### config.mk
export PLATFORM = sky130hd
export DESIGN_NAME = slnt_key_cmp
export DESIGN_NICKNAME = d
export VERILOG_FILES = /design/src/rtl/slnt_pkg.sv /design/src/rtl/slnt_key_cmp.sv
export SDC_FILE = /design/constraint.sdc
export NUM_CORES = 1
export LEC_CHECK = 0
export BUFFER_PORTS_ARGS = -buffer_cell sky130_fd_sc_hd__buf_4
export CAP_MARGIN = 20
export CORE_MARGIN = 3
export CORE_UTILIZATION = 44
export DETAILED_ROUTE_END_ITERATION = 10
export GPL_TIMING_DRIVEN = 0
export PLACE_DENSITY = 0.91
export SLEW_MARGIN = 20
export SYNTH_ARGS = -nofsm -noshare
export SYNTH_HDL_FRONTEND = slang
export SYNTH_SLANG_ARGS = --single-unit
### constraint.sdc
create_clock -name vclk -period 2.96
set_input_delay 0 -clock vclk [all_inputs]
set_output_delay 0 -clock vclk [all_outputs]
set_load 0.03 [all_outputs]
### src/rtl/slnt_pkg.sv
// slnt_pkg: shared types and constants for the sorted leaf node table
// entry layout, input and result words, action and status codes, sequencer states
// no dependencies
package slnt_pkg;

    localparam int DATA_W       = 32;
    localparam int ADDR_W       = 6;
    localparam int COUNT_W      = 7;
    localparam int ACTION_W     = 3;
    localparam int CAPACITY_DEF = 64;

    typedef enum logic [ACTION_W-1:0] {
        ACT_INSERT   = 3'd0,
        ACT_SPLIT    = 3'd1,
        ACT_LOCATE   = 3'd2,
        ACT_READ     = 3'd3,
        ACT_SET_NEXT = 3'd4,
        ACT_CLEAR    = 3'd5
    } t_action;

    typedef enum logic [1:0] {
        ST_OK     = 2'd0,
        ST_FULL   = 2'd1,
        ST_NOREC  = 2'd2,
        ST_BADIDX = 2'd3
    } t_status;

    typedef enum logic [2:0] {
        S_IDLE,
        S_SCAN,
        S_RD,
        S_INS,
        S_INS0,
        S_EMIT_RD,
        S_EMIT_LD,
        S_PUT
    } t_state;

    typedef struct packed {
        logic signed [DATA_W-1:0] key;
        logic signed [DATA_W-1:0] page;
        logic signed [DATA_W-1:0] slot;
    } t_entry;

    typedef struct packed {
        logic              we;
        logic [ADDR_W-1:0] waddr;
        logic [ADDR_W-1:0] raddr;
    } t_ram_ctl;

    typedef struct packed {
        logic [ACTION_W-1:0]      action;
        logic signed [DATA_W-1:0] key;
        logic signed [DATA_W-1:0] rec_page;
        logic signed [DATA_W-1:0] rec_slot;
        logic [ADDR_W-1:0]        entry_index;
        logic signed [DATA_W-1:0] next_page;
    } t_in_word;

    typedef struct packed {
        t_status                  status;
        logic [ADDR_W-1:0]        found_index;
        logic signed [DATA_W-1:0] out_key;
        logic signed [DATA_W-1:0] out_page;
        logic signed [DATA_W-1:0] out_slot;
        logic [COUNT_W-1:0]       count_after;
        logic signed [DATA_W-1:0] next_out;
        logic                     last;
    } t_out_word;

endpackage

### src/rtl/slnt_key_cmp.sv
// slnt_key_cmp: shared signed key comparator used by every scan of the store
// depends on slnt_pkg (DATA_W)
module slnt_key_cmp import slnt_pkg::*; (
    input  logic signed [DATA_W-1:0] i_a,
    input  logic signed [DATA_W-1:0] i_b,
    output logic                     o_lt
);

    assign o_lt = (i_a < i_b);

endmodule
### Word level (Yosys, flattened, before mapping)

Index checks and enable logic that the tools add are counted.

| storage, ports and cells | value |
|---|---|
| bits in read-only memories | 0 |
| latch bits | 0 |
| flip-flop bits (word level) | 0 |
| memory bits (writable) | 0 |
| input port bits | 64 |
| memories | 0 |
| logic and storage cells | 1 |

| cells by class | value |
|---|---|
| bitwise gates (word level) | 0 |
| reductions and logical operators | 0 |
| mux-type cells | 0 |
| magnitude comparators | 1 |
| shift-type cells | 0 |
| add/sub/neg operators | 0 |
| equal/unequal tests | 0 |
| $mul | 0 |
| div/mod/pow operators | 0 |

Operators with widths:

| cell | number |
|---|---|
| 32-bit less-than comparator | 1 |

### Longest topological paths before layout

| logic depth | value |
|---|---|
| word-level depth | 1 |
| depth in mapped cells | 8 |
| gate-level depth less buffers | 8 |

### Least setup slack after synthesis

OpenSTA, ideal clock, no wires.

| timing | value |
|---|---|
| path kind | input to output |
| start point | in i_b[22] |
| end point | out o_lt |
| buffers on the path | 0 |
| path slack | 1.255 ns |
| arrival | 1.705 ns |
| cell stages on the path | 8 |
| required time | 2.960 ns |
| cells stage by stage | inv_1 ha_1 a21oi_1 a21boi_1 o21bai_1 a31oi_1 or4b_1 mux2i_1 |

| on the way | value |
|---|---|
| longest elaborated chain between the ends | 1 |

RTL lines:

| what | RTL line | source |
|---|---|---|
| start: declaration | slnt_key_cmp.sv:5 | `input logic signed [DATA_W-1:0] i_b,` |
| 32-bit less-than comparator | slnt_key_cmp.sv:9 | `assign o_lt = (i_a < i_b);` |
| end: declaration | slnt_key_cmp.sv:6 | `output logic o_lt` |

No other way between the ends.

### Worst setup path after layout

| timing | value |
|---|---|
| start point | in i_a[22] |
| end point | out o_lt |

| on the way | value |
|---|---|
| longest elaborated chain between the ends | 1 |

RTL lines:

| what | RTL line | source |
|---|---|---|
| start: declaration | slnt_key_cmp.sv:4 | `input logic signed [DATA_W-1:0] i_a,` |
| 32-bit less-than comparator | slnt_key_cmp.sv:9 |  |

No other way between the ends.

==> metrics <==
result of the run completed; post-DR vias/cell 4.898; critical path fanouts, max 3; cell count after synthesis 108; Worst Hold Endpoint o_lt; DRC 0; Util after Layout 82.03%; max-cap violations 0; required arrival time at the worst endpoint 2.96 ns; net count reported at finish 270; Final Max Slew Viols 0; post-CTS sizing 0; vias after detailed routing 965; number of routed nets with antenna violations 0; number of global-route vias before repair 995; Pint 99.94 µW; first-pass GRT wire length 3.822 mm; number of setup violations in the final report 0; hold buffer count at CTS 0; Max-slew headroom 83.65%; setup TNS after final layout 0 ns; length of the first detailed-routing pass in iterations 4; global placement routability congestion 0.8252; highest-count cells in the layout ignoring fill and taps buf_4, inv_1, ha_1, a21oi_1, nand3_1; die area 2339 µm²; Crit Path Category in -> out; overall global routing resource usage 18.78%; post-route non-filler standard cell count 197; fraction of power spent switching nets 39.64%; top-level I/O count 65; switching power 65.64 µW; area of the core region 1594 µm²; average routed wire per standard cell 11.15 µm; pin count of the biggest net entering global routing 5; mux share of post-synthesis cell area 1.268%; number of rows created at floorplan 14; combined area of all synthesized cells 789.5 µm²; clock buffers 0; number of different library cells in the post-synthesis netlist 23; remaining global-route overflow 0; initial antenna violation count 0; Peak VDD IR 86.41 µV; Setup crit start kind input pin; vertical die dimension 48.36 µm; element type at the critical path end primary output; synthesized area per cell 7.310 µm²; number of hold violations in the final report 0; quantity of I/O buffers inserted on ports 65; Fmax achieved 576.1 MHz; Power Density 126.6 nW/µm²; Layout Area Growth over Synthesis 65.61%; arrival time of the worst setup path 1.74 ns; multi-input combinational cell area 673.1 µm²; total routed wirelength 2.197 mm; total number of sequential cells 0; period utilization 58.64%; number of setup buffers added after CTS 0; net count after synthesis 203; Synthesis Warnings 0; Final min period 1.736 ns; floorplan die width 48.36 µm; most common library cell in the layout ignoring fill and taps buf_4; layout cells sized above 1 39.31%; number of instances in the placed design 197; Slew @ Worst Pin 0.2427 ns; worst min-delay path class in -> out; synthesized-area fraction occupied by xor and xnor cells 0%; Clk pwr share 0%; sequential power share 0%; area taken by flip-flops and latches 0 µm²; Simple-Gate Fraction of Synth Area 15.21%; combinational fraction of design power 100.0%; final antenna diode count 0; main combinational cell family by area after synthesis adder cells; source of the worst hold timing path i_a[31]; number of fill cells 115; cell leakage power 0.8220 nW; unrepaired setup endpoints after global routing no; Worst Hold Path Cells 4; Initial Util 49.53%; share of the synthesized area in compound gates (AO/OA/AOI/OAI) 19.65%; placed wire-length estimate after detailed placement 2.119 mm; post-synthesis share of cell area spent on full adders, half adders and majority gates 49.13%; 1st-iter DRT viols 3; sequential-to-total area share from yosys stat 0%
## routing by layer
layer | wire length (µm) | track usage [%] | vias up | part of all wire [%]
li1 | - | - | 507 | -
met1 | 795 | 20.00 | 413 | 36
met2 | 1202 | 38.07 | 39 | 55
met3 | 146 | 2.454 | 6 | 6.6
met4 | 53 | 4.739 | 0 | 2.4
met5 | 0 | 0 | - | 0
## per-stage QoR
step	setup WS (ns)	hold WS [ns]	total power, mW	area (µm²)
6_report	1.224	0.4656	0.1656	1308
5_1_grt	1.165	0.4974	0.1875	1308
4_1_cts	1.234	0.4698	0.1672	1308
3_5_place_dp	1.238	0.4698	0.1668	1308
3_3_place_gp	1.283	0.4652	0.1572	1308
2_1_floorplan	1.255	0.3562	0.07979	789.5
## cell families (layout without fill, tap and decap cells)
family	after synthesis	count (layout)
multiplexers	1	1
adder cells (fa/ha/maj)	31	31
buffers and inverters	31	96
AND/OR/NAND/NOR	22	22
AO/OA/AOI/OAI	23	23
## cell usage after synthesis
cell type,n,area [µm²]
ha_1,31,387.9
inv_1,31,116.4
a21oi_1,8,40.04
nand3_1,6,30.03
nand4_1,5,31.28
a21o_1,3,22.52
nand2_1,3,11.26
o21ai_0,3,15.01
a31oi_1,2,12.51
and3_1,2,12.51
nor2_1,2,7.510
a211o_1,1,8.760
a211oi_2,1,12.51
a21boi_1,1,7.510
a22o_1,1,8.760
a311oi_2,1,15.01
mux2i_1,1,10.01
nand2b_1,1,6.260
nor2_2,1,6.260
nor3_1,1,5.000
o21ai_1,1,5.000
o21bai_1,1,7.510
or4b_1,1,10.01
## layout make-up
class	instances	share of cell area, %
Inverter	31	8.900
Tap cell	24	2.297
Timing Repair Buffer	65	37.32
Multi-Input combinational cell	77	51.48
## critical path, cell delays in order
cell and delay [ns]:
buf_4 0.11, ha_1 0.32, a21oi_1 0.17, a21boi_1 0.08
o21bai_1 0.14, a31oi_1 0.10, or4b_1 0.50, mux2i_1 0.13
buf_4 0.18
## power by group through the flow
stage	logic, mW	clock network [mW]	registers (mW)
global placement	0.157	0	0
floorplan	0.0798	0	0
CTS	0.167	0	0
global route	0.188	0	0
finish	0.166	0	0
detailed placement	0.167	0	0
## worst max-delay path by stage
stage	start	end
floorplan	i_b[22]	o_lt
global placement	i_a[22]	o_lt
detailed placement	i_a[22]	o_lt
CTS	i_a[22]	o_lt
global route	i_a[22]	o_lt
finish	i_a[22]	o_lt
Power figures use the tool's default switching activity.
